**src/hdl/multichannel_servo_pwm_core_defines.svh**
```systemverilog
// ----------------------------------------------------------------------------
// Servo PWM core assertion macros
// Shared property wrappers for the servo PWM core checks.
// ----------------------------------------------------------------------------
`ifndef MULTICHANNEL_SERVO_PWM_CORE_DEFINES_SVH
`define MULTICHANNEL_SERVO_PWM_CORE_DEFINES_SVH

// Same-cycle implication, disabled during reset.
`define MSP_ASSERT_NOW(label, clk, rstn, ante, cons) \
    label: assert property (@(posedge clk) disable iff (!(rstn)) (ante) |-> (cons)) \
        else $error("servo pwm core check failed");

// Next-cycle implication, disabled during reset.
`define MSP_ASSERT_NEXT(label, clk, rstn, ante, cons) \
    label: assert property (@(posedge clk) disable iff (!(rstn)) (ante) |=> (cons)) \
        else $error("servo pwm core check failed");

`endif

```
**src/hdl/msp_pkg.sv**
```systemverilog
// ----------------------------------------------------------------------------
// Servo PWM package
// Shared constants and types of the multichannel servo PWM core.
// ----------------------------------------------------------------------------
package msp_pkg;

    localparam int CHANNELS_DEF = 24;
    localparam int STEPS_DEF    = 256;

    localparam int FRAME_W    = 24;
    localparam int MIN_W      = 16;
    localparam int STEP_W     = 10;
    localparam int POS_W      = 8;
    localparam int CHAN_W     = 5;
    localparam int STEP_IDX_W = 9;   // holds a step count up to 256
    localparam int CFG_ADDR_W = 2;
    localparam int CFG_DATA_W = 24;

    localparam logic [FRAME_W-1:0] FRAME_PERIOD_RST = 24'd960000;
    localparam logic [MIN_W-1:0]   MIN_PULSE_RST    = 16'd48000;
    localparam logic [STEP_W-1:0]  STEP_TICKS_RST   = 10'd188;
    localparam logic [POS_W-1:0]   POS_RST          = 8'd128;

    // input item kinds
    localparam logic KIND_TICK  = 1'b0;
    localparam logic KIND_WRITE = 1'b1;

    // register indexes
    localparam logic [CFG_ADDR_W-1:0] CFG_FRAME_PERIOD = 2'd0;
    localparam logic [CFG_ADDR_W-1:0] CFG_MIN_PULSE    = 2'd1;
    localparam logic [CFG_ADDR_W-1:0] CFG_STEP_TICKS   = 2'd2;

    // per-tick events from the frame timer to the channel bank
    typedef struct packed {
        logic                  start;
        logic                  step_done;
        logic                  all_low;
        logic [STEP_IDX_W-1:0] step_index;
    } timing_t;

endpackage

```
**src/hdl/msp_frame_timer.sv**
```systemverilog
// ----------------------------------------------------------------------------
// Servo PWM frame timer
// Frame counter, minimum-pulse counter and step sequencer.
// ----------------------------------------------------------------------------
module msp_frame_timer #(
    parameter int STEPS = msp_pkg::STEPS_DEF
) (
    input  logic                          aclk,
    input  logic                          aresetn,
    input  logic                          tick_en,
    input  logic [msp_pkg::FRAME_W-1:0]   frame_period,
    input  logic [msp_pkg::MIN_W-1:0]     min_pulse,
    input  logic [msp_pkg::STEP_W-1:0]    step_ticks,
    output msp_pkg::timing_t              timing
);

    typedef enum logic [1:0] {PH_MIN, PH_STEP, PH_IDLE} phase_t;

    localparam logic [msp_pkg::STEP_IDX_W-1:0] LAST_STEP = msp_pkg::STEP_IDX_W'(STEPS);

    logic [msp_pkg::FRAME_W-1:0]    frame_tick_reg, frame_tick_next, ft_inc;
    logic [msp_pkg::MIN_W-1:0]      step_tick_reg, step_tick_next, st_inc;
    logic [msp_pkg::STEP_IDX_W-1:0] step_idx_reg, step_idx_next, idx_inc;
    phase_t                         phase_reg, phase_next;

    always_comb begin
        ft_inc          = frame_tick_reg + 24'd1;
        st_inc          = step_tick_reg + 16'd1;
        idx_inc         = step_idx_reg + 9'd1;
        frame_tick_next = frame_tick_reg;
        step_tick_next  = step_tick_reg;
        step_idx_next   = step_idx_reg;
        phase_next      = phase_reg;
        timing          = '0;
        if (tick_en) begin
            frame_tick_next = (ft_inc >= frame_period) ? '0 : ft_inc;
            if (frame_tick_reg == '0) begin
                // frame start: restart pulse timing, skip minimum pulse if zero
                timing.start   = 1'b1;
                step_tick_next = '0;
                step_idx_next  = '0;
                phase_next     = (min_pulse == '0) ? PH_STEP : PH_MIN;
            end else begin
                unique case (phase_reg)
                    PH_MIN: begin
                        if (st_inc >= min_pulse) begin
                            phase_next     = PH_STEP;
                            step_tick_next = '0;
                        end else begin
                            step_tick_next = st_inc;
                        end
                    end
                    PH_STEP: begin
                        if (st_inc >= {6'd0, step_ticks}) begin
                            step_tick_next   = '0;
                            step_idx_next    = idx_inc;
                            timing.step_done = 1'b1;
                            if (idx_inc >= LAST_STEP) begin
                                timing.all_low = 1'b1;
                                phase_next     = PH_IDLE;
                            end
                        end else begin
                            step_tick_next = st_inc;
                        end
                    end
                    default: begin
                    end
                endcase
            end
        end
        timing.step_index = step_idx_next;
    end

    always_ff @(posedge aclk) begin
        if (!aresetn) begin
            frame_tick_reg <= '0;
            step_tick_reg  <= '0;
            step_idx_reg   <= '0;
            phase_reg      <= PH_MIN;
        end else begin
            frame_tick_reg <= frame_tick_next;
            step_tick_reg  <= step_tick_next;
            step_idx_reg   <= step_idx_next;
            phase_reg      <= phase_next;
        end
    end

endmodule

```
**src/hdl/msp_channel_bank.sv**
```systemverilog
// ----------------------------------------------------------------------------
// Servo PWM channel bank
// Pending and active position stores and the per-channel output levels.
// ----------------------------------------------------------------------------
module msp_channel_bank #(
    parameter int CHANNELS = msp_pkg::CHANNELS_DEF
) (
    input  logic                        aclk,
    input  logic                        aresetn,
    input  logic                        write_en,
    input  logic [msp_pkg::CHAN_W-1:0]  wr_channel,
    input  logic [msp_pkg::POS_W-1:0]   wr_position,
    input  logic                        tick_en,
    input  msp_pkg::timing_t            timing,
    output logic [CHANNELS-1:0]         levels_next
);

    logic [msp_pkg::POS_W-1:0] pending_reg [CHANNELS];
    logic [msp_pkg::POS_W-1:0] active_reg  [CHANNELS];
    logic [CHANNELS-1:0]       levels_reg;
    logic [CHANNELS-1:0]       wr_hit;

    always_comb begin
        for (int n = 0; n < CHANNELS; n++) begin
            wr_hit[n] = write_en && (7'(wr_channel) == 7'(n));
        end
    end

    // levels drop as each channel's step passes; frame start raises all
    always_comb begin
        levels_next = levels_reg;
        if (tick_en && timing.start) begin
            levels_next = '1;
        end else if (tick_en && timing.step_done) begin
            for (int n = 0; n < CHANNELS; n++) begin
                if ({1'b0, active_reg[n]} < timing.step_index) begin
                    levels_next[n] = 1'b0;
                end
            end
            if (timing.all_low) begin
                levels_next = '0;
            end
        end
    end

    always_ff @(posedge aclk) begin
        if (!aresetn) begin
            levels_reg <= '1;
            for (int n = 0; n < CHANNELS; n++) begin
                pending_reg[n] <= msp_pkg::POS_RST;
                active_reg[n]  <= msp_pkg::POS_RST;
            end
        end else begin
            levels_reg <= levels_next;
            for (int n = 0; n < CHANNELS; n++) begin
                if (wr_hit[n]) begin
                    pending_reg[n] <= wr_position;
                end
                if (tick_en && timing.start) begin
                    active_reg[n] <= pending_reg[n];
                end
            end
        end
    end

endmodule

```
**src/hdl/multichannel_servo_pwm_core.sv**
```systemverilog
// ----------------------------------------------------------------------------
// Multichannel servo PWM core
// Generates RC servo pulses on CHANNELS outputs from 8-bit positions.
// ----------------------------------------------------------------------------
// Usage:
//   s_ channel: one request per timer tick (tuser = 0) or a position write
//   (tuser = 1, tdata carries channel and position). Every request yields
//   exactly one result on the m_ channel: the pin levels after that request
//   and, in tuser, a flag that the tick began a new frame.
//   cfg_ channel: register writes (0 frame period, 1 minimum pulse,
//   2 step ticks), always ready; write only while the core is idle.
// Pipeline and throughput:
//   A request is registered on entry, then processed by the frame timer and
//   channel bank into the result register, which raises m_tvalid. One request
//   per cycle is sustained while the sink keeps m_tready high.
// Reset (aresetn low, synchronous): registers return to their defaults,
//   all positions to 128, all pins high, frame counter to frame start.
// Stall: when m_tready is low the result register holds; the input register
//   still takes one more request, then s_tready drops until the sink drains.
// ----------------------------------------------------------------------------
`include "multichannel_servo_pwm_core_defines.svh"

module multichannel_servo_pwm_core #(
    parameter int CHANNELS = msp_pkg::CHANNELS_DEF,
    parameter int STEPS    = msp_pkg::STEPS_DEF
) (
    input  logic                            aclk,
    input  logic                            aresetn,
    // input requests
    input  logic                            s_tvalid,
    output logic                            s_tready,
    input  logic [15:0]                     s_tdata,   // [4:0] channel, [12:5] position
    input  logic [0:0]                      s_tuser,   // [0] kind
    // results
    output logic                            m_tvalid,
    input  logic                            m_tready,
    output logic [((CHANNELS+7)/8)*8-1:0]   m_tdata,   // [CHANNELS-1:0] pin_levels
    output logic [0:0]                      m_tuser,   // [0] frame_start
    // register writes
    input  logic                            cfg_valid,
    output logic                            cfg_ready,
    input  logic [msp_pkg::CFG_ADDR_W-1:0]  cfg_addr,
    input  logic [msp_pkg::CFG_DATA_W-1:0]  cfg_data
);

    localparam int TDATA_W = ((CHANNELS + 7) / 8) * 8;

    // configuration registers
    logic [msp_pkg::FRAME_W-1:0] frame_period_reg;
    logic [msp_pkg::MIN_W-1:0]   min_pulse_reg;
    logic [msp_pkg::STEP_W-1:0]  step_ticks_reg;

    // input register
    logic                        in_valid_reg;
    logic                        in_kind_reg;
    logic [msp_pkg::CHAN_W-1:0]  in_channel_reg;
    logic [msp_pkg::POS_W-1:0]   in_position_reg;

    // result register
    logic                        out_valid_reg;
    logic [CHANNELS-1:0]         pin_reg;
    logic                        start_reg;

    logic                        advance;
    logic                        tick_en;
    logic                        write_en;
    msp_pkg::timing_t            timing;
    logic [CHANNELS-1:0]         levels_next;

    // the processing stage moves whenever the result register is free or draining
    assign advance   = in_valid_reg && (!out_valid_reg || m_tready);
    assign s_tready  = !in_valid_reg || advance;
    assign tick_en   = advance && (in_kind_reg == msp_pkg::KIND_TICK);
    assign write_en  = advance && (in_kind_reg == msp_pkg::KIND_WRITE);
    assign cfg_ready = 1'b1;

    assign m_tvalid  = out_valid_reg;
    assign m_tdata   = TDATA_W'(pin_reg);
    assign m_tuser   = start_reg;

    always_ff @(posedge aclk) begin
        if (!aresetn) begin
            frame_period_reg <= msp_pkg::FRAME_PERIOD_RST;
            min_pulse_reg    <= msp_pkg::MIN_PULSE_RST;
            step_ticks_reg   <= msp_pkg::STEP_TICKS_RST;
        end else if (cfg_valid) begin
            case (cfg_addr)
                msp_pkg::CFG_FRAME_PERIOD: frame_period_reg <= cfg_data;
                msp_pkg::CFG_MIN_PULSE:    min_pulse_reg    <= cfg_data[15:0];
                msp_pkg::CFG_STEP_TICKS:   step_ticks_reg   <= cfg_data[9:0];
                default: begin
                end
            endcase
        end
    end

    always_ff @(posedge aclk) begin
        if (!aresetn) begin
            in_valid_reg  <= 1'b0;
            out_valid_reg <= 1'b0;
        end else begin
            if (s_tvalid && s_tready) begin
                in_valid_reg <= 1'b1;
            end else if (advance) begin
                in_valid_reg <= 1'b0;
            end
            if (advance) begin
                out_valid_reg <= 1'b1;
            end else if (m_tready) begin
                out_valid_reg <= 1'b0;
            end
        end
    end

    // payload registers, no reset needed
    always_ff @(posedge aclk) begin
        if (s_tvalid && s_tready) begin
            in_kind_reg     <= s_tuser[0];
            in_channel_reg  <= s_tdata[4:0];
            in_position_reg <= s_tdata[12:5];
        end
        if (advance) begin
            pin_reg   <= levels_next;
            start_reg <= tick_en && timing.start;
        end
    end

    msp_frame_timer #(
        .STEPS(STEPS)
    ) u_timer (
        .aclk         (aclk),
        .aresetn      (aresetn),
        .tick_en      (tick_en),
        .frame_period (frame_period_reg),
        .min_pulse    (min_pulse_reg),
        .step_ticks   (step_ticks_reg),
        .timing       (timing)
    );

    msp_channel_bank #(
        .CHANNELS(CHANNELS)
    ) u_bank (
        .aclk        (aclk),
        .aresetn     (aresetn),
        .write_en    (write_en),
        .wr_channel  (in_channel_reg),
        .wr_position (in_position_reg),
        .tick_en     (tick_en),
        .timing      (timing),
        .levels_next (levels_next)
    );

    // a frame-start result always shows every pin high
    `MSP_ASSERT_NOW(a_start_all_high, aclk, aresetn, out_valid_reg && start_reg, &pin_reg)

    // the last step drives every pin low in the result that follows
    `MSP_ASSERT_NEXT(a_last_step_low, aclk, aresetn, tick_en && timing.all_low, pin_reg == '0)

    // input stalls only when both stages are full and the sink holds off
    `MSP_ASSERT_NOW(a_stall_cause, aclk, aresetn, !s_tready,
                    in_valid_reg && out_valid_reg && !m_tready)

endmodule

```
**config.mk**
```make
export PLATFORM = sky130hd
export DESIGN_NAME = multichannel_servo_pwm_core
export DESIGN_NICKNAME = d
export VERILOG_FILES = /design/src/hdl/msp_pkg.sv /design/src/hdl/msp_frame_timer.sv /design/src/hdl/msp_channel_bank.sv /design/src/hdl/multichannel_servo_pwm_core.sv
export VERILOG_INCLUDE_DIRS = /design/src /design/src/hdl
export SDC_FILE = /design/constraint.sdc
export NUM_CORES = 1
export LEC_CHECK = 0
export ABC_AREA = 1
export BUFFER_PORTS_ARGS = -buffer_cell sky130_fd_sc_hd__buf_2
export CAP_MARGIN = 20
export CORE_UTILIZATION = 57
export DETAILED_ROUTE_END_ITERATION = 12
export HOLD_SLACK_MARGIN = 0.06
export PLACE_DENSITY = 0.89
export SYNTH_ARGS = -nofsm -noshare
export SYNTH_HDL_FRONTEND = slang
export SYNTH_SLANG_ARGS = --single-unit
```
**constraint.sdc**
```tcl
create_clock -name aclk -period 6.8 [get_ports aclk]
set_clock_uncertainty 0.1 [all_clocks]
set_input_delay 1.02 -clock aclk [delete_from_list [all_inputs] [get_ports aclk]]
set_output_delay 1.02 -clock aclk [all_outputs]
set_load 0.01 [all_outputs]
```
==> flow_summary_export.csv <==
group,metric,value,unit
hold_path,min_path_cells,2,
timing,relSlewSlack,17.7,%
die,chipWidth,218,µm
synthesis,syn_nets,2977,
synthesis,synth_top_cell_by_area,"edfxtp_1",
layout,final_util,64.5,%
clock_tree,clock_sinks,550,
timing,slew_violations,0,
clock_tree,ctsHoldBuffers,0,
synthesis,synth_area_leaders,"edfxtp_1 (48%), dfxtp_1 (9.5%), ha_1 (9.3%)",
die,dieArea,0.0476,mm²
worst_setup_path,path_max_fanout,26,
layout,nFillCells,3060,
routing,drt-wirelength-per-cell,18.4,µm
clock_tree,cts_tree,"built",
synthesis,synth_cells,2731,
synthesis,ys_seq_area_share,57.2,%
placed_design,routabilityCongestion,0.875,
pwr,total_power,7340,µW
placed_design,hpwlAfterDp,39100,µm
global_routing,antenna_found_initial,1,
global_routing,grt-ovfl-total,0,
clock_tree,clk_latency,0.63,ns
worst_setup_path,path_class,"reg2reg",
clock_tree,cts.htree.levels,2,
synthesis,ys_warn_count,0,
timing,hold-worst-slack,0.364,ns
timing,fin_crit_sh,80.3,%
routing,drt_iter0_drc,2125,
pwr,p_per_area,249,mW/mm²
timing,hold_violations,0,
layout,n_antenna_cell,0,
timing,min_period,5.46,ns
clock_tree,ctsLongestPathBuffers,3,
routing,drcViolationCount,0,
die,die_h,218,µm
layout,finalNetCount,3051,
layout,areaGrowthSynthToFinish,10.9,%
timing,fmax,183,MHz
global_routing,gr-usage-all-layers,27.1,%
job,cap_violations,0,
layout,drive_above_1_share,9.68,%
routing,dr_total_vias,19643,
timing,tightest_slew,1.23,ns
worst_setup_path,crit_required,7.02,ns
worst_setup_path,start_kind,"register",
global_routing,grt_pass1_wl,99900,µm
pwr,p_leak,0.0127,µW
global_routing,grt_pass1_vias,20022,
die,start_util,58.2,%
die,core_area,0.0458,mm²
clock_tree,postCtsSetupBuffers,0,
routing,drtPass1Iterations,6,
timing,rsz0062_at_grt,"no",
routing,routed_wl,63400,µm
synthesis,syn_avg_cell_area,9.75,µm²
clock_tree,cts-resized-gates,0,
routing,antenna_left,0,
clock_tree,clk_pin_slew,0.06,ns
synthesis,synth_cell_types,48,
die,rows,78,
pwr,peakVddDrop,0.000244,V
synthesis,synth_top_cell_area_share,47.7,%
placed_design,portBuffers,71,
timing,setup_viol,0,
clock_tree,cts_inserted_buffers,54,
synthesis,synth-seq-cells,550,
worst_setup_path,crit_path_end_kind,"register",
clock_tree,cts_root_buf,"clkbuf_16",
global_routing,grt_max_degree,113,
placed_design,pre_cts_ws,1.64,ns
timing,tns,0,ns
worst_setup_path,worstPathArrival,5.68,ns
routing,via_per_inst,5.69,
worst_setup_path,rr_worst_depth,26,
hold_path,hp-class,"reg2reg",
die,ios,76,
synthesis,syn-cell-area,0.0266,mm²
timing,final.setup.worst_slack,1.34,ns
run_status,outcome,"finished, final reports clean",
-- Yosys cell counts (all sizes together) --
cell type and instances:
o21a 1, and3 24, a31oi 1, o211a 1
o21bai 2, ha 198, nor2 349, nand4 64
buf 24, or2 26, o221ai 1, dfxtp 127
o31ai 1, a21o 25, o211ai 22, edfxtp 423
a22oi 24, o22ai 1, nand2 501, a221oi 1
o21ai 48, xor2 27, nor4 5, clkbuf 62
clkinv 7, a211oi 1, conb 1, nand3 130
xnor2 5, nor3 23, a21oi 125, inv 481
-- power by group --
group | switching (µW) | total, µW | leakage [µW] | internal [µW]
registers | 49.3 | 3810 | 0.00515 | 3760
clock network | 1310 | 3100 | 0.000884 | 1790
logic | 303 | 433 | 0.00667 | 129
total | 1660 | 7340 | 0.0127 | 5680
-- layout make-up --
class | instances | area [µm²] | share of cell area, %
clock buffers | 62 | 1400 | 4.75
clock inverters | 40 | 444 | 1.50
multi-input cells | 1607 | 9200 | 31.2
well taps | 600 | 751 | 2.54
repair buffers | 104 | 653 | 2.21
inverters | 488 | 1840 | 6.23
flip-flops and latches | 550 | 15200 | 51.6
-- layout by cell type, fill, tap and decap left out, types with 4 or more instances in the layout --
| master | synthesis | routed |
|---|---|---|
| a21o_1 | 25 | 25 |
| a21oi_1 | 124 | 124 |
| a22oi_1 | 24 | 24 |
| and3_1 | 24 | 24 |
| buf_2 | 15 | 72 |
| buf_4 | 2 | 28 |
| bufinv_16 | 0 | 8 |
| clkbuf_1 | 62 | 7 |
| clkbuf_16 | 0 | 55 |
| clkinv_1 | 7 | 17 |
| clkinv_2 | 0 | 10 |
| clkinvlp_4 | 0 | 7 |
| dfxtp_1 | 127 | 127 |
| edfxtp_1 | 423 | 423 |
| ha_1 | 198 | 198 |
| inv_1 | 476 | 474 |
| nand2_1 | 493 | 493 |
| nand2_2 | 4 | 4 |
| nand2_4 | 4 | 4 |
| nand3_1 | 116 | 116 |
| nand3_2 | 13 | 13 |
| nand4_1 | 63 | 63 |
| nor2_1 | 330 | 328 |
| nor2_2 | 15 | 17 |
| nor2_4 | 4 | 4 |
| nor3_1 | 19 | 19 |
| nor3_2 | 4 | 4 |
| o211ai_1 | 22 | 22 |
| o21ai_0 | 48 | 45 |
| or2_2 | 25 | 25 |
| xnor2_1 | 5 | 5 |
| xor2_1 | 27 | 27 |
-- through the flow --
step / std cells / instance area [µm²]
floorplan: 2731 / 26600
global placement: 3342 / 27600
detailed placement: 3344 / 27600
CTS: 3446 / 29500
global route: 3451 / 29500
finish: 3451 / 29500
-- logic make-up after synthesis --
kind of cell / count (synthesis) / share of synthesized area (%)
other: 1 / 0.0141
adders and majority gates: 198 / 9.30
xor gates and xnor gates: 32 / 1.05
AOI/OAI and AO/OA: 254 / 5.58
and+or+nand+nor: 1122 / 18.5
buffers and inverters: 574 / 8.34
DFF: 550 / 57.2
-- worst max-delay path, cell delays in order (launching register included) --
cell and delay [ns]:
dfxtp_1 0.40, nand2_1 0.11, nor2_2 0.16, nand2_1 0.14, nor2_1 0.15, xor2_1 0.30
ha_1 0.31, a21o_1 0.19, nor2_1 0.14, nand3_2 0.11, nor2_4 0.13, nand2_4 0.09
nand3_2 0.11, nor2_2 0.06, nand2_4 0.38, nor2_4 0.07, nand3_1 0.10, a221oi_2 0.06
inv_1 0.62, buf_4 0.41, ha_1 0.28, inv_1 0.08, nor2_2 0.06, a22oi_1 0.24
nand2_1 0.17, nand3_1 0.12, nand3_1 0.07
-- path summary, 6_finish.rpt --
check / startpoint / end / slack, ns
max: u_timer.step_tick_reg[3] / m_tdata[16] / 1.34
min: step_ticks_reg[1] / step_ticks_reg[1] / 0.36
max reg2reg: u_timer.step_tick_reg[3] / m_tdata[16] / 1.34
min reg2reg: step_ticks_reg[1] / step_ticks_reg[1] / 0.36
-- metal layers --
layer  GRT usage (%)  part of all wire (%)
met1            32.2                    37
met2            46.6                    48
met3            5.15                    10
met4            13.9                   5.0
met5               0                 0.011
Note: power is estimated with default switching activity, not from simulation.
